==> config.mk <==
export PLATFORM = sky130hd
export DESIGN_NAME = madt_stream_parser_unit
export DESIGN_NICKNAME = d
export VERILOG_FILES = /design/src/hdl/madt_sp_pkg.sv /design/src/hdl/madt_stream_parser_unit.sv /design/src/hdl/madt_sp_ram.sv /design/src/hdl/madt_sp_front.sv /design/src/hdl/madt_sp_back.sv /design/src/hdl/madt_sp_rfifo.sv
export VERILOG_INCLUDE_DIRS = /design/src /design/src/hdl
export SDC_FILE = /design/constraint.sdc
export NUM_CORES = 2
export LEC_CHECK = 0
export BUFFER_PORTS_ARGS = -buffer_cell sky130_fd_sc_hd__clkbuf_2
export CORE_MARGIN = 1
export CORE_UTILIZATION = 30
export DETAILED_ROUTE_END_ITERATION = 7
export GPL_ROUTABILITY_DRIVEN = 0
export SETUP_SLACK_MARGIN = 0.05
export SLEW_MARGIN = 20
export SYNTH_ARGS = -nofsm -noshare
export SYNTH_HDL_FRONTEND = slang
export SYNTH_SLANG_ARGS = --single-unit
export TNS_END_PERCENT = 5
==> constraint.sdc <==
create_clock -name clk_i -period 11.9 [get_ports clk_i]
set_clock_uncertainty 0.05 [all_clocks]
set_input_delay 1.19 -clock clk_i [delete_from_list [all_inputs] [get_ports clk_i]]
set_output_delay 1.19 -clock clk_i [all_outputs]
set_load 0.05 [all_outputs]
==> src/hdl/madt_stream_parser_unit_assert.svh <==
// ----------------------------------------------------------------------------
// Assertion macros for the MADT stream parser unit
// Clocked on clk_i and quiet while rst_ni is low.
// ----------------------------------------------------------------------------
`ifndef MADT_STREAM_PARSER_UNIT_ASSERT_SVH
`define MADT_STREAM_PARSER_UNIT_ASSERT_SVH

// The consequent must hold in the same cycle as the antecedent.
`define MADT_SP_ASSERT_IMPLIES(lbl, ante, cons, msg) \
  lbl: assert property (@(posedge clk_i) disable iff (!rst_ni) (ante) |-> (cons)) \
    else $error(msg);

// The condition must never be seen.
`define MADT_SP_ASSERT_NEVER(lbl, cond, msg) \
  lbl: assert property (@(posedge clk_i) disable iff (!rst_ni) !(cond)) \
    else $error(msg);

`endif

==> src/hdl/madt_sp_pkg.sv <==
// ----------------------------------------------------------------------------
// MADT stream parser package
// Shared constants, word and result types of the MADT stream parser.
// ----------------------------------------------------------------------------
package madt_sp_pkg;

  localparam int unsigned MAX_PROCESSORS = 64;
  localparam int unsigned ID_IDX_W       = $clog2(MAX_PROCESSORS);
  localparam int unsigned CPU_CNT_W      = 7;

  localparam logic [63:0] DEFAULT_BASE = 64'h0000_0000_fee0_0000;
  localparam logic [7:0]  ID_NONE      = 8'hff;

  // Header layout.
  localparam logic [31:0] HEADER_END  = 32'd44;
  localparam logic [31:0] POS_LEN_LO  = 32'd4;
  localparam logic [31:0] POS_LEN_HI  = 32'd7;
  localparam logic [31:0] POS_BASE_LO = 32'd36;
  localparam logic [31:0] POS_BASE_HI = 32'd39;
  localparam logic [31:0] POS_FIRST_CHECK = 32'd8;

  // Entry layout.
  localparam logic [7:0] OFF_TYPE       = 8'd0;
  localparam logic [7:0] OFF_LEN        = 8'd1;
  localparam logic [7:0] OFF_APIC_ID    = 8'd3;
  localparam logic [7:0] OFF_FIELD_LO   = 8'd4;
  localparam logic [7:0] OFF_FLAGS_LAST = 8'd7;
  localparam logic [7:0] OFF_FIELD_HI   = 8'd11;
  localparam logic [7:0] ENTRY_MIN_LEN  = 8'd2;

  localparam logic [7:0] ENTRY_LAPIC         = 8'd0;
  localparam logic [7:0] ENTRY_ADDR_OVERRIDE = 8'd5;
  localparam logic [7:0] LAPIC_MIN_LEN       = 8'd8;
  localparam logic [7:0] OVERRIDE_MIN_LEN    = 8'd12;

  // Command and reply codes.
  localparam logic CMD_TABLE     = 1'b0;
  localparam logic CMD_READ      = 1'b1;
  localparam logic REPLY_SUMMARY = 1'b0;
  localparam logic REPLY_READ    = 1'b1;

  // Queue sizes.
  localparam int unsigned QUEUE_DEPTH = 2;
  localparam int unsigned QUEUE_PTR_W = $clog2(QUEUE_DEPTH);
  localparam int unsigned QUEUE_CNT_W = $clog2(QUEUE_DEPTH + 1);
  localparam int unsigned RFIFO_DEPTH = 4;
  localparam int unsigned RFIFO_PTR_W = $clog2(RFIFO_DEPTH);
  localparam int unsigned RFIFO_CNT_W = $clog2(RFIFO_DEPTH + 1);

  typedef struct packed {
    logic                is_read;
    logic                first;
    logic [7:0]          data;
    logic [ID_IDX_W-1:0] index;
  } word_t;

  typedef struct packed {
    logic                 kind;
    logic                 ok;
    logic [CPU_CNT_W-1:0] count;
    logic [63:0]          base;
    logic [7:0]           apic_id;
  } result_t;

  typedef struct packed {
    logic [RFIFO_CNT_W-1:0] count;
    logic                   full;
  } rfifo_status_t;

endpackage

==> src/hdl/madt_stream_parser_unit.sv <==
// ----------------------------------------------------------------------------
// MADT stream parser unit
// Parses an ACPI MADT table a byte per word and answers APIC id reads.
// ----------------------------------------------------------------------------
// Usage:
// The input side is a queue: a word is taken at a clock edge where push is
// high and full is low. A word is either a table byte (command 0, with
// first_byte marking the start of a new table) or a read of the stored APIC
// id at cpu_index (command 1).
// The result side is a queue as well: while empty is low the oldest result
// word is on the result ports, and it leaves at an edge where pop is high.
// Only the last byte of a table and every read produce a result word.
// Throughput is one word per cycle while the result queue has room. A word
// passes the front queue and the back end's reply stage before its result
// word is on the result ports, where it can be popped.
// Reads and summaries take the same path; the registered id store read lines
// up with the reply stage.
// When the reader stalls, the result queue (four words) fills, the back end
// holds and then the front queue (two words) raises full.
// Reset empties both queues, restarts the parse at byte 0, sets the count to
// zero and the base to 0xfee00000. The id store is not cleared.
// ----------------------------------------------------------------------------
`include "madt_stream_parser_unit_assert.svh"

module madt_stream_parser_unit (
  input  logic                              clk_i,
  input  logic                              rst_ni,
  input  logic                              push,
  output logic                              full,
  input  logic                              command_i,
  input  logic [7:0]                        table_byte_i,
  input  logic                              first_byte_i,
  input  logic [madt_sp_pkg::ID_IDX_W-1:0]  cpu_index_i,
  output logic                              empty,
  input  logic                              pop,
  output logic                              reply_kind_o,
  output logic                              checksum_ok_o,
  output logic [madt_sp_pkg::CPU_CNT_W-1:0] cpu_count_o,
  output logic [63:0]                       lapic_base_o,
  output logic [7:0]                        apic_id_o
);

  // Front to back: classified words.
  logic                       word_valid, word_take;
  madt_sp_pkg::word_t         word;

  // Back to result queue.
  logic                       res_valid;
  madt_sp_pkg::result_t       res, res_out;
  madt_sp_pkg::rfifo_status_t rf_status;

  // What the result ports currently show, for the checks below.
  logic                       summary_shown, read_shown, fail_shown, summary_sane;

  madt_sp_front u_front (
    .clk_i       (clk_i),
    .rst_ni      (rst_ni),
    .push_i      (push),
    .full_o      (full),
    .command_i   (command_i),
    .table_byte_i(table_byte_i),
    .first_byte_i(first_byte_i),
    .cpu_index_i (cpu_index_i),
    .word_valid_o(word_valid),
    .word_o      (word),
    .word_take_i (word_take)
  );

  // The back end runs a word only when its reply is sure to find room.
  madt_sp_back u_back (
    .clk_i       (clk_i),
    .rst_ni      (rst_ni),
    .word_valid_i(word_valid),
    .word_i      (word),
    .word_take_o (word_take),
    .rf_status_i (rf_status),
    .res_valid_o (res_valid),
    .res_o       (res)
  );

  madt_sp_rfifo u_rfifo (
    .clk_i   (clk_i),
    .rst_ni  (rst_ni),
    .push_i  (res_valid),
    .data_i  (res),
    .pop_i   (pop),
    .empty_o (empty),
    .data_o  (res_out),
    .status_o(rf_status)
  );

  assign reply_kind_o  = res_out.kind;
  assign checksum_ok_o = res_out.ok;
  assign cpu_count_o   = res_out.count;
  assign lapic_base_o  = res_out.base;
  assign apic_id_o     = res_out.apic_id;

  assign summary_shown = !empty && (reply_kind_o == madt_sp_pkg::REPLY_SUMMARY);
  assign read_shown    = !empty && (reply_kind_o == madt_sp_pkg::REPLY_READ);
  assign fail_shown    = summary_shown && !checksum_ok_o;
  assign summary_sane  = (apic_id_o == 8'd0) &&
                         (cpu_count_o <= madt_sp_pkg::CPU_CNT_W'(madt_sp_pkg::MAX_PROCESSORS));

  // The reservation in the back end must keep the result queue from overflowing.
  `MADT_SP_ASSERT_NEVER(a_rfifo_no_overflow, res_valid && rf_status.full, "result queue overflow")

  // A failed table never commits a processor count.
  `MADT_SP_ASSERT_IMPLIES(a_fail_clears_count, fail_shown, cpu_count_o == '0, "failed count")

  // Read replies never claim a checksum result and summaries carry no id.
  `MADT_SP_ASSERT_IMPLIES(a_read_no_ok, read_shown, !checksum_ok_o, "read reply with ok flag")
  `MADT_SP_ASSERT_IMPLIES(a_summary_no_id, summary_shown, summary_sane, "bad summary fields")

endmodule

==> src/hdl/madt_sp_ram.sv <==
// ----------------------------------------------------------------------------
// Generic RAM
// One write port and one read port with registered read data.
// ----------------------------------------------------------------------------
module madt_sp_ram #(
  parameter int unsigned WIDTH = 8,
  parameter int unsigned DEPTH = 64,
  localparam int unsigned AW   = $clog2(DEPTH)
) (
  input  logic             clk_i,
  input  logic             we_i,
  input  logic [AW-1:0]    waddr_i,
  input  logic [WIDTH-1:0] wdata_i,
  input  logic [AW-1:0]    raddr_i,
  output logic [WIDTH-1:0] rdata_o
);

  logic [WIDTH-1:0] mem_q [DEPTH];
  logic [WIDTH-1:0] rdata_q;

  always_ff @(posedge clk_i) begin
    if (we_i) begin
      mem_q[waddr_i] <= wdata_i;
    end
    rdata_q <= mem_q[raddr_i];
  end

  assign rdata_o = rdata_q;

endmodule

==> src/hdl/madt_sp_front.sv <==
// ----------------------------------------------------------------------------
// MADT parser front end
// Accepts words, classifies them and holds them in a short queue.
// ----------------------------------------------------------------------------
module madt_sp_front (
  input  logic                             clk_i,
  input  logic                             rst_ni,
  input  logic                             push_i,
  output logic                             full_o,
  input  logic                             command_i,
  input  logic [7:0]                       table_byte_i,
  input  logic                             first_byte_i,
  input  logic [madt_sp_pkg::ID_IDX_W-1:0] cpu_index_i,
  output logic                             word_valid_o,
  output madt_sp_pkg::word_t               word_o,
  input  logic                             word_take_i
);

  madt_sp_pkg::word_t                        queue_q [madt_sp_pkg::QUEUE_DEPTH];
  madt_sp_pkg::word_t                        word_in;
  logic [madt_sp_pkg::QUEUE_PTR_W-1:0]       wr_ptr_q, wr_ptr_d, rd_ptr_q, rd_ptr_d;
  logic [madt_sp_pkg::QUEUE_CNT_W-1:0]       count_q, count_d;
  logic                                      push_ok, take;

  // A read command ignores the restart flag.
  always_comb begin
    word_in.is_read = (command_i == madt_sp_pkg::CMD_READ);
    word_in.first   = first_byte_i && (command_i == madt_sp_pkg::CMD_TABLE);
    word_in.data    = table_byte_i;
    word_in.index   = cpu_index_i;
  end

  assign full_o       = (count_q == madt_sp_pkg::QUEUE_CNT_W'(madt_sp_pkg::QUEUE_DEPTH));
  assign push_ok      = push_i && !full_o;
  assign word_valid_o = (count_q != '0);
  assign take         = word_take_i && word_valid_o;
  assign word_o       = queue_q[rd_ptr_q];

  always_comb begin
    wr_ptr_d = wr_ptr_q;
    rd_ptr_d = rd_ptr_q;
    count_d  = count_q;
    if (push_ok) begin
      wr_ptr_d = (wr_ptr_q == madt_sp_pkg::QUEUE_PTR_W'(madt_sp_pkg::QUEUE_DEPTH - 1)) ?
                 '0 : wr_ptr_q + 1'b1;
    end
    if (take) begin
      rd_ptr_d = (rd_ptr_q == madt_sp_pkg::QUEUE_PTR_W'(madt_sp_pkg::QUEUE_DEPTH - 1)) ?
                 '0 : rd_ptr_q + 1'b1;
    end
    if (push_ok && !take) begin
      count_d = count_q + 1'b1;
    end else if (take && !push_ok) begin
      count_d = count_q - 1'b1;
    end
  end

  always_ff @(posedge clk_i or negedge rst_ni) begin
    if (!rst_ni) begin
      wr_ptr_q <= '0;
      rd_ptr_q <= '0;
      count_q  <= '0;
    end else begin
      wr_ptr_q <= wr_ptr_d;
      rd_ptr_q <= rd_ptr_d;
      count_q  <= count_d;
    end
  end

  always_ff @(posedge clk_i) begin
    if (push_ok) begin
      queue_q[wr_ptr_q] <= word_in;
    end
  end

endmodule

==> src/hdl/madt_sp_back.sv <==
// ----------------------------------------------------------------------------
// MADT parser back end
// Walks a table a byte a cycle unless held, keeps the APIC ids, builds replies.
// ----------------------------------------------------------------------------
module madt_sp_back (
  input  logic                       clk_i,
  input  logic                       rst_ni,
  input  logic                       word_valid_i,
  input  madt_sp_pkg::word_t         word_i,
  output logic                       word_take_o,
  input  madt_sp_pkg::rfifo_status_t rf_status_i,
  output logic                       res_valid_o,
  output madt_sp_pkg::result_t       res_o
);

  localparam int unsigned CW  = madt_sp_pkg::CPU_CNT_W;
  localparam int unsigned SW  = madt_sp_pkg::RFIFO_CNT_W + 1;

  // Parser state.
  logic [31:0]   pos_q, pos_d, len_q, len_d;
  logic [7:0]    sum_q, sum_d, off_q, off_d;
  logic [7:0]    etype_q, etype_d, elen_q, elen_d, eid_q, eid_d;
  logic [63:0]   fs_q, fs_d, pbase_q, pbase_d, cbase_q, cbase_d;
  logic          stop_q, stop_d;
  logic [CW-1:0] pcount_q, pcount_d, ccount_q, ccount_d;

  // Reply stage that waits for the registered store read data.
  logic          s2_valid_q, s2_valid_d;
  logic          s2_kind_q, s2_ok_q, s2_hit_q;
  logic [CW-1:0] s2_count_q;
  logic [63:0]   s2_base_q;

  logic          go, exec_byte;
  logic [31:0]   pos;
  logic          restart, walk, blocked, done, ok;
  logic          wr_en;
  logic [madt_sp_pkg::ID_IDX_W-1:0] wr_addr;
  logic [7:0]    wr_data, ram_rdata;
  logic          hit;
  logic [2:0]    lane;

  // An item only runs when its reply is sure of a place in the result queue.
  assign go = word_valid_i &&
              ((SW'(rf_status_i.count) + SW'(s2_valid_q)) < SW'(madt_sp_pkg::RFIFO_DEPTH));
  assign word_take_o = go;
  assign exec_byte   = go && !word_i.is_read;
  assign hit = ({1'b0, word_i.index} < ccount_q);

  always_comb begin
    pos     = word_i.first ? '0 : pos_q;
    restart = (pos == '0);
    sum_d   = (restart ? 8'd0 : sum_q) + word_i.data;
    len_d   = restart ? '0 : len_q;
    fs_d    = restart ? '0 : fs_q;
    stop_d  = restart ? 1'b0 : stop_q;
    off_d   = restart ? '0 : off_q;
    pcount_d = restart ? '0 : pcount_q;
    pbase_d = restart ? madt_sp_pkg::DEFAULT_BASE : pbase_q;
    etype_d = etype_q;
    elen_d  = elen_q;
    eid_d   = eid_q;
    wr_en   = 1'b0;
    wr_addr = pcount_d[madt_sp_pkg::ID_IDX_W-1:0];
    wr_data = eid_q;
    blocked = 1'b0;
    lane    = 3'(off_d - madt_sp_pkg::OFF_FIELD_LO);

    // Header: table length and local APIC base.
    if (pos >= madt_sp_pkg::POS_LEN_LO && pos <= madt_sp_pkg::POS_LEN_HI) begin
      len_d[8*pos[1:0] +: 8] = word_i.data;
    end
    if (pos >= madt_sp_pkg::POS_BASE_LO && pos <= madt_sp_pkg::POS_BASE_HI) begin
      if (pos == madt_sp_pkg::POS_BASE_LO) begin
        fs_d = '0;
      end
      fs_d[8*pos[1:0] +: 8] = fs_d[8*pos[1:0] +: 8] | word_i.data;
      if (pos == madt_sp_pkg::POS_BASE_HI) begin
        pbase_d = fs_d;
      end
    end

    // Entry walk.
    walk = (pos >= madt_sp_pkg::HEADER_END) && !stop_d && (pos < len_d);
    if (walk) begin
      case (off_d)
        madt_sp_pkg::OFF_TYPE: begin
          if (({1'b0, pos} + 33'd2) > {1'b0, len_d}) begin
            blocked = 1'b1;
          end else begin
            etype_d = word_i.data;
            fs_d    = '0;
          end
        end
        madt_sp_pkg::OFF_LEN: begin
          if (word_i.data < madt_sp_pkg::ENTRY_MIN_LEN ||
              ({1'b0, pos - 32'd1} + 33'(word_i.data)) > {1'b0, len_d}) begin
            blocked = 1'b1;
          end else begin
            elen_d = word_i.data;
          end
        end
        default: begin
          if (off_d == madt_sp_pkg::OFF_APIC_ID) begin
            eid_d = word_i.data;
          end
          if (off_d >= madt_sp_pkg::OFF_FIELD_LO && off_d <= madt_sp_pkg::OFF_FIELD_HI) begin
            fs_d[8*lane +: 8] = fs_d[8*lane +: 8] | word_i.data;
          end
          if (etype_d == madt_sp_pkg::ENTRY_LAPIC && elen_d >= madt_sp_pkg::LAPIC_MIN_LEN &&
              off_d == madt_sp_pkg::OFF_FLAGS_LAST && fs_d[0] &&
              pcount_d < CW'(madt_sp_pkg::MAX_PROCESSORS)) begin
            wr_en    = 1'b1;
            wr_data  = eid_d;
            pcount_d = pcount_d + 1'b1;
          end
          if (etype_d == madt_sp_pkg::ENTRY_ADDR_OVERRIDE &&
              elen_d >= madt_sp_pkg::OVERRIDE_MIN_LEN &&
              off_d == madt_sp_pkg::OFF_FIELD_HI) begin
            pbase_d = fs_d;
          end
        end
      endcase
      if (blocked) begin
        stop_d = 1'b1;
      end else if (off_d != madt_sp_pkg::OFF_TYPE &&
                   ({1'b0, off_d} + 9'd1) >= {1'b0, elen_d}) begin
        off_d = '0;
      end else begin
        off_d = off_d + 8'd1;
      end
    end

    // End of table and commit.
    done = ((pos == madt_sp_pkg::POS_LEN_HI) && (len_d < madt_sp_pkg::HEADER_END)) ||
           ((pos >= madt_sp_pkg::POS_FIRST_CHECK) && (len_d >= madt_sp_pkg::HEADER_END) &&
            (pos == len_d - 32'd1));
    ok    = done && (pos != madt_sp_pkg::POS_LEN_HI) && (sum_d == 8'd0);
    pos_d = done ? '0 : pos + 32'd1;
    ccount_d = ccount_q;
    cbase_d  = cbase_q;
    if (done) begin
      ccount_d = ok ? pcount_d : '0;
      cbase_d  = ok ? pbase_d : cbase_q;
    end
  end

  assign s2_valid_d = go && (word_i.is_read || done);

  madt_sp_ram #(
    .WIDTH(8),
    .DEPTH(madt_sp_pkg::MAX_PROCESSORS)
  ) u_id_store (
    .clk_i  (clk_i),
    .we_i   (exec_byte && wr_en),
    .waddr_i(wr_addr),
    .wdata_i(wr_data),
    .raddr_i(word_i.index),
    .rdata_o(ram_rdata)
  );

  always_ff @(posedge clk_i or negedge rst_ni) begin
    if (!rst_ni) begin
      pos_q      <= '0;
      len_q      <= '0;
      sum_q      <= '0;
      off_q      <= '0;
      etype_q    <= '0;
      elen_q     <= '0;
      eid_q      <= '0;
      fs_q       <= '0;
      stop_q     <= 1'b0;
      pcount_q   <= '0;
      pbase_q    <= madt_sp_pkg::DEFAULT_BASE;
      ccount_q   <= '0;
      cbase_q    <= madt_sp_pkg::DEFAULT_BASE;
      s2_valid_q <= 1'b0;
    end else begin
      s2_valid_q <= s2_valid_d;
      if (exec_byte) begin
        pos_q    <= pos_d;
        len_q    <= len_d;
        sum_q    <= sum_d;
        off_q    <= off_d;
        etype_q  <= etype_d;
        elen_q   <= elen_d;
        eid_q    <= eid_d;
        fs_q     <= fs_d;
        stop_q   <= stop_d;
        pcount_q <= pcount_d;
        pbase_q  <= pbase_d;
        ccount_q <= ccount_d;
        cbase_q  <= cbase_d;
      end
    end
  end

  always_ff @(posedge clk_i) begin
    if (go) begin
      s2_kind_q  <= word_i.is_read ? madt_sp_pkg::REPLY_READ : madt_sp_pkg::REPLY_SUMMARY;
      s2_ok_q    <= !word_i.is_read && ok;
      s2_hit_q   <= hit;
      s2_count_q <= word_i.is_read ? ccount_q : ccount_d;
      s2_base_q  <= word_i.is_read ? cbase_q : cbase_d;
    end
  end

  always_comb begin
    res_o.kind  = s2_kind_q;
    res_o.ok    = s2_ok_q;
    res_o.count = s2_count_q;
    res_o.base  = s2_base_q;
    if (s2_kind_q == madt_sp_pkg::REPLY_READ) begin
      res_o.apic_id = s2_hit_q ? ram_rdata : madt_sp_pkg::ID_NONE;
    end else begin
      res_o.apic_id = 8'd0;
    end
  end

  assign res_valid_o = s2_valid_q;

endmodule

==> src/hdl/madt_sp_rfifo.sv <==
// ----------------------------------------------------------------------------
// MADT parser result queue
// Small register queue that decouples the back end from the result reader.
// ----------------------------------------------------------------------------
module madt_sp_rfifo (
  input  logic                       clk_i,
  input  logic                       rst_ni,
  input  logic                       push_i,
  input  madt_sp_pkg::result_t       data_i,
  input  logic                       pop_i,
  output logic                       empty_o,
  output madt_sp_pkg::result_t       data_o,
  output madt_sp_pkg::rfifo_status_t status_o
);

  localparam int unsigned PW = madt_sp_pkg::RFIFO_PTR_W;
  localparam int unsigned CW = madt_sp_pkg::RFIFO_CNT_W;

  madt_sp_pkg::result_t mem_q [madt_sp_pkg::RFIFO_DEPTH];
  logic [PW-1:0]        wr_ptr_q, wr_ptr_d, rd_ptr_q, rd_ptr_d;
  logic [CW-1:0]        count_q, count_d;
  logic                 take;

  assign empty_o = (count_q == '0);
  assign take    = pop_i && !empty_o;
  assign data_o  = mem_q[rd_ptr_q];
  assign status_o.count = count_q;
  assign status_o.full  = (count_q == CW'(madt_sp_pkg::RFIFO_DEPTH));

  always_comb begin
    wr_ptr_d = wr_ptr_q;
    rd_ptr_d = rd_ptr_q;
    count_d  = count_q;
    if (push_i) begin
      wr_ptr_d = (wr_ptr_q == PW'(madt_sp_pkg::RFIFO_DEPTH - 1)) ? '0 : wr_ptr_q + 1'b1;
    end
    if (take) begin
      rd_ptr_d = (rd_ptr_q == PW'(madt_sp_pkg::RFIFO_DEPTH - 1)) ? '0 : rd_ptr_q + 1'b1;
    end
    if (push_i && !take) begin
      count_d = count_q + 1'b1;
    end else if (take && !push_i) begin
      count_d = count_q - 1'b1;
    end
  end

  always_ff @(posedge clk_i or negedge rst_ni) begin
    if (!rst_ni) begin
      wr_ptr_q <= '0;
      rd_ptr_q <= '0;
      count_q  <= '0;
    end else begin
      wr_ptr_q <= wr_ptr_d;
      rd_ptr_q <= rd_ptr_d;
      count_q  <= count_d;
    end
  end

  always_ff @(posedge clk_i) begin
    if (push_i) begin
      mem_q[wr_ptr_q] <= data_i;
    end
  end

endmodule
=== After elaboration in Yosys (flattened, before gate mapping) ===
Memory sizes are Yosys's and may differ from the RTL's. A register that Yosys moved wholly into a read port is not among the register bits.
Index checks and enable logic that the tools add are counted.

* Output and inout bits: 83
* Logic and storage cells: 221
* Bits of input ports: 20
* Memories: 3
* Bits in writable memories: 868
* Flip-flop bits (word level): 397

* Mux-type cells: 72
* Add/sub/neg operators: 21
* Shifts and indexed selects: 8
* $lt $le $gt $ge: 20
* Bitwise gates (word level): 5
* Reduce and logical (&&, ||, !) cells: 54
* Equality and inequality tests: 13

{| class="wikitable"
|+ Memories
! memory !! words !! bits a word !! rd ports !! clocked after Yosys merged registers in !! write ports !! line !! text
|-
| u_back.u_id_store.mem_q || 64 || 8 || 1 || 1 || 1 || madt_sp_ram.sv:18 || <nowiki>logic [WIDTH-1:0] mem_q [DEPTH];</nowiki>
|-
| u_rfifo.mem_q || 4 || 81 || 1 || 0 || 1 || madt_sp_rfifo.sv:19 || <nowiki>madt_sp_pkg::result_t mem_q [madt_sp_pkg::RFIFO_DEPTH];</nowiki>
|-
| u_front.queue_q || 2 || 16 || 1 || 0 || 1 || madt_sp_front.sv:19 || <nowiki>madt_sp_pkg::word_t queue_q [madt_sp_pkg::QUEUE_DEPTH];</nowiki>
|}

{| class="wikitable"
|+ Operator list
! kind !! count
|-
| 64-bit 2-to-1 mux || 18
|-
| 64-bit bitwise mux || 2
|-
| 32-bit 2-to-1 mux || 4
|-
| 64-bit one-hot mux with 2 select lines || 1
|-
| 8-bit by 34-bit variable shift with 64-bit output, first input constant || 2
|-
| 8-bit by 34-bit variable part select with 64-bit output || 2
|-
| 8-bit 2-to-1 mux || 14
|-
| 32-bit by 6-bit greater-or-equal comparator with 1-bit output, second input constant || 3
|-
| 33-bit by 32-bit greater-than comparator with 1-bit output || 2
|-
| 32-bit by 6-bit == test with 1-bit output, second input constant || 2
|-
| 64-bit by 6-bit variable part select with 8-bit output || 1
|-
| 64-bit by 7-bit variable part select with 8-bit output || 1
|-
| 32-bit by 1-bit subtractor with 32-bit output, second input constant || 2
|-
| 7-bit 2-to-1 mux || 7
|-
| 5-bit negation with 34-bit output || 1
|-
| 6-bit negation with 34-bit output || 1
|-
| 8-bit by 34-bit variable shift with 32-bit output, first input constant || 1
|-
| 8-bit by 34-bit variable part select with 32-bit output || 1
|-
| 32-bit by 2-bit adder with 33-bit output, second input constant || 1
|-
| 32-bit by 8-bit adder with 33-bit output || 1
|-
| 32-bit by 1-bit adder with 32-bit output, second input constant || 1
|-
| 32-bit bitwise mux || 1
|-
| 32-bit by 3-bit == test with 1-bit output, second input constant || 1
|-
| 32-bit == test || 1
|-
| 49 further kinds || 122
|}

=== Longest topological paths before layout ===
An unclocked memory read counts as a cell.

* Word-level depth: 26
* Mapped depth: 55
* Mapped depth without buffers: 45

=== Modules after synthesis ===
A second synthesis with hierarchy kept.

* Cell total of the unflattened synthesis: 4866
* Area total of the unflattened synthesis: 62080.8 µm²

{| class="wikitable"
|+ Modules (own cells, without submodules)
! module !! area an instance (µm²) !! instances !! cells each !! seq. area each (µm²)
|-
| madt_sp_back || 28387.2 || 1 || 3396 || 10054.6
|-
| madt_sp_ram || 20166.8 || 1 || 940 || 15534.9
|-
| madt_sp_rfifo || 12114.1 || 1 || 460 || 9904.5
|-
| madt_sp_front || 1412.6 || 1 || 70 || 1061.0
|}

=== Least setup slack after synthesis ===
Ideal clock, no wire load.

* Kind: reg-to-reg
* Start: register u_front.rd_ptr_q
* End: register u_back.off_q[5]
* Setup time: 95 ps
* Path buffers: 11
* Required time: 11755 ps
* Period minus slack after synthesis: 9111 ps
* Setup slack: 2789 ps
* Stages on the path, launching flop included: 52
* Data arrival time: 8966 ps
* Path through: dfrtp_1 > buf_2 > mux2i_4 > buf_4 > buf_4 > buf_6 > buf_4 > clkbuf_1 > clkbuf_1 > clkbuf_1 > nand2_1 > ha_1 > o31ai_1 > xnor2_1 > ha_1 > o21ai_0 > a21boi_0 > o21ai_0 > [16 not listed] > or4_1 > clkbuf_1 > clkbuf_1 > nand2_1 > o21ai_0 > ha_1 > nand2b_1 > a21o_1 > a21oi_1 > nor2b_1 > o21ai_0 > nand2b_1 > a21oi_1 > nor2b_1 > o21ai_0 > a22oi_1 > or3_1 > o31ai_1

* Word-level cells in the longest chain between the ends: 16
* Elaborated cells between the ends (all ways): 45
* Those cells by class: add/sub (6); order compare (8); eq/ne (1); shift (2); mux (16); reduce/logical (11); memory (1)

{| class="wikitable"
|+ RTL lines
! what !! line !! text
|-
| start: declaration || madt_sp_front.sv:21 || <nowiki>logic [madt_sp_pkg::QUEUE_PTR_W-1:0] wr_ptr_q, wr_ptr_d, rd_ptr_q, rd_ptr_d;</nowiki>
|-
| start signal: assignment || madt_sp_front.sv:65 || <nowiki>rd_ptr_q <= rd_ptr_d;</nowiki>
|-
| memory read 2 x 16 bit (*) || -- ||
|-
| branches (longest 15 deep; another with 32-bit by 8-bit adder with 33-bit output) || -- ||
|-
| end signal: assignment || madt_sp_back.sv:166 || <nowiki>off_q <= '0;</nowiki>
|-
| end signal: assignment || madt_sp_back.sv:183 || <nowiki>off_q <= off_d;</nowiki>
|-
| end: declaration || madt_sp_back.sv:21 || <nowiki>logic [7:0] sum_q, sum_d, off_q, off_d;</nowiki>
|}

Every way passes the cells marked *. The select of a mux whose other input is x is not followed.
A chain may end at the register's enable or synchronous reset.

=== Worst setup path after layout ===
Ends and elaborated chain as after synthesis.

==> impl_metrics.env <==
export IMPL_final_area_um2=69900
export IMPL_synth_area_leader_cell="edfxtp_1"
export IMPL_wl_per_cell_um=22.9
export IMPL_synthTopCellsByCount="942 x edfxtp_1, 850 x nand2_1, 344 x nand3_1"
export IMPL_rsz0062_at_grt="no"
export IMPL_grt_antenna_before_repair=8
export IMPL_synth_async_reset_ratio=0.254
export IMPL_slowest_delay_ns=0.92
export IMPL_die_area_um2=208000
export IMPL_via_per_inst=5.50
export IMPL_grt_pass1_vias=43500
export IMPL_clockBufferDepth=3
export IMPL_min_period_ns=10.13
export IMPL_cts_tree="done"
export IMPL_vias=44500
export IMPL_portBuffers=102
export IMPL_clock_sinks=1273
export IMPL_gr_total_overflow=0
export IMPL_crit_fanout=41
export IMPL_period_share=0.851
export IMPL_clk_latency_ns=0.79
export IMPL_yosysMostFrequentCell="edfxtp_1"
export IMPL_slowest_stage="dfrtp_2"
export IMPL_hold_violations=0
export IMPL_floorplan_initialDensity=0.302
export IMPL_p_per_area_nw_per_um2=237
export IMPL_synth_seq_area_share=0.590
export IMPL_cts_hold_buf=0
export IMPL_track_usage=0.175
export IMPL_antenna_left=0
export IMPL_drv_cap=0
export IMPL_ios=103
export IMPL_cp_buffers_inverters=3
export IMPL_report_final_slew_viol_count=0
export IMPL_die_width_um=457
export IMPL_drtPass1Iterations=6
export IMPL_grt_max_degree=195
export IMPL_leakage_nw=25.6
export IMPL_crit_type="reg2reg"
export IMPL_path_delay_family="simple AND/OR/NAND/NOR gates"
export IMPL_yosys_warnings=0
export IMPL_post_cts_resized=0
export IMPL_synth_top_area_share=0.456
export IMPL_htree_levels=4
export IMPL_postCtsSetupRepairBufs=0
export IMPL_grt_pass1_wl_mm=279
export IMPL_synth_flop_cell="edfxtp_1"
export IMPL_cts_root_buf="clkbuf_16"
export IMPL_crit_required_ns=12.54
export IMPL_syn_inst=5296
export IMPL_numCtsBuffers=133
export IMPL_synthDistinctLibCells=106
export IMPL_syn_area_um2=62000
export IMPL_synth_seq_cells=1273
export IMPL_clock_fmax_mhz=98.7
export IMPL_drt_wl_total_mm=186
export IMPL_holdWs_ns=0.419
export IMPL_coreArea_um2=205000
export IMPL_maxSlewHeadroom=0.149
export IMPL_clkTransAtPathRegs_ns=0.06
export IMPL_start_kind="register"
export IMPL_row_count=166
export IMPL_worstMarginPinSlew_ns=1.26
export IMPL_drc=0
export IMPL_syn_num_nets=5462
export IMPL_dpl_cell_area_um2=65400
export IMPL_status="completed"
export IMPL_finalSetupViolCount=0
export IMPL_synth_area_leaders="edfxtp_1 46%, dfrtp_1 12%, nand2_1 5.1%, mux4_2 2.9%, ha_1 2.9%"
export IMPL_crit_top_cell="o21ai_0"
export IMPL_die_h_um=457
export IMPL_hp_class="in2async"
export IMPL_ir_drop_uv=165
export IMPL_synth_avg_cell_area_um2=11.7
export IMPL_areaGrowthSynthToFinish_pct=12.8
export IMPL_drive_gt1_frac=0.129
export IMPL_worstSetupEndpointType="register"
export IMPL_place_hpwl_mm=123
export IMPL_synth_edf_count=942
export IMPL_final_nets=5468
export IMPL_drtIter0Drc=5529
export IMPL_power_w=0.0165
export IMPL_tns_ns=0
export IMPL_worst_endpoint_arrival_ns=10.77
-- state kept, by name (all words and copies together), names as in the netlist, 8 cells and up --
name and flops:
u_back.off_q 8, u_back.len_q 32, u_back.pbase_q 64, u_back.u_id_store.mem_q 512
u_back.elen_q 8, u_back.eid_q 8, u_back.u_id_store.rdata_o 8, u_rfifo.mem_q 324
u_back.cbase_q 64, u_back.pos_q 32, u_front.queue_q 32, u_back.etype_q 8
u_back.s2_base_q 64, u_back.sum_q 8, u_back.fs_q 64
-- layer usage --
layer	GRT usage	up-vias	share of wire
met5	0	-	0.000070
met4	0.0781	2	0.046
met3	0.0331	491	0.078
met2	0.275	2126	0.46
met1	0.232	22100	0.42
li1	-	19900	-
-- cells in the final DEF (no fill, tap or decap), types with 23 or more instances in the layout --
cell type / count
nor3_1: 88
a311oi_1: 110
dfrtp_1: 292
a21o_1: 46
mux2_1: 88
a22o_1: 79
and2_1: 39
clkbuf_1: 32
o21a_1: 24
a21oi_1: 171
buf_4: 97
nor4_1: 29
nand4_1: 53
inv_1: 110
clkbuf_2: 101
o21ai_0: 204
nand3_1: 344
xnor2_1: 114
o31ai_1: 26
edfxtp_1: 942
a221oi_1: 28
xor2_1: 25
a31oi_1: 38
clkbuf_16: 136
ha_1: 143
nor2_1: 328
nand2_1: 849
mux4_2: 81
a22oi_1: 109
mux2i_1: 24
mux2_2: 102
and3_1: 66
or3_1: 23
-- final timing paths --
kind	cells past startpoint	start	end	slack (ns)
worst max-delay path	43	u_front.rd_ptr_q$_DFFE_PN0P_	u_back.off_q[5]$_DFFE_PN0P_	1.77
min in group clk_i	2	u_back.sum_q[6]$_DFFE_PN0P_	u_back.sum_q[6]$_DFFE_PN0P_	0.43
worst min register to register	2	u_back.sum_q[6]$_DFFE_PN0P_	u_back.sum_q[6]$_DFFE_PN0P_	0.43
worst min-delay path	1	rst_ni	u_back.cbase_q[24]$_DFFE_PN0P_	0.42
max in group asynchronous	2	rst_ni	u_back.eid_q[3]$_DFFE_PN0P_	9.80
worst max register to register	43	u_front.rd_ptr_q$_DFFE_PN0P_	u_back.off_q[5]$_DFFE_PN0P_	1.77
-- cell families after synthesis --
family / synth area share
AND/OR/NAND/NOR: 0.146
flip-flops: 0.590
AO/OA/AOI/OAI: 0.114
buffers and inverters: 0.0290
multiplexers: 0.0718
adder cells (fa/ha/maj): 0.0298
XOR/XNOR: 0.0196
-- power breakdown --
part	internal [W]	total, W	switching (W)	leakage, nW
logic	0.00199	0.00657	0.00458	11.5
registers	0.00541	0.00575	0.000341	11.9
clock network	0.00242	0.00423	0.00181	2.14
total	0.00981	0.0165	0.00673	25.6
-- per-stage QoR --
| stage | setup slack, ns | utilization | cells |
|---|---|---|---|
| final | 1.77 | 0.341 | 8103 |
| after global placement | 2.15 | 0.319 | 7855 |
| after global routing | 1.04 | 0.341 | 8102 |
| after detailed placement | 2.02 | 0.319 | 7855 |
| after CTS | 2.00 | 0.341 | 8100 |
| after floorplan | 2.79 | - | 5296 |
-- final cells by class --
| class | instances | area, µm² |
|---|---|---|
| Antenna cell | 3 | 7.51 |
| Clock buffer | 175 | 3620 |
| Clock inverter | 70 | 806 |
| Fill cell | 20100 | 135000 |
| Inverter | 119 | 449 |
| Multi-Input combinational cell | 3575 | 23800 |
| Sequential cell | 1273 | 36600 |
| Tap cell | 2688 | 3360 |
| Timing Repair Buffer | 200 | 1270 |
No activity file was read; power rests on OpenSTA's default activity.
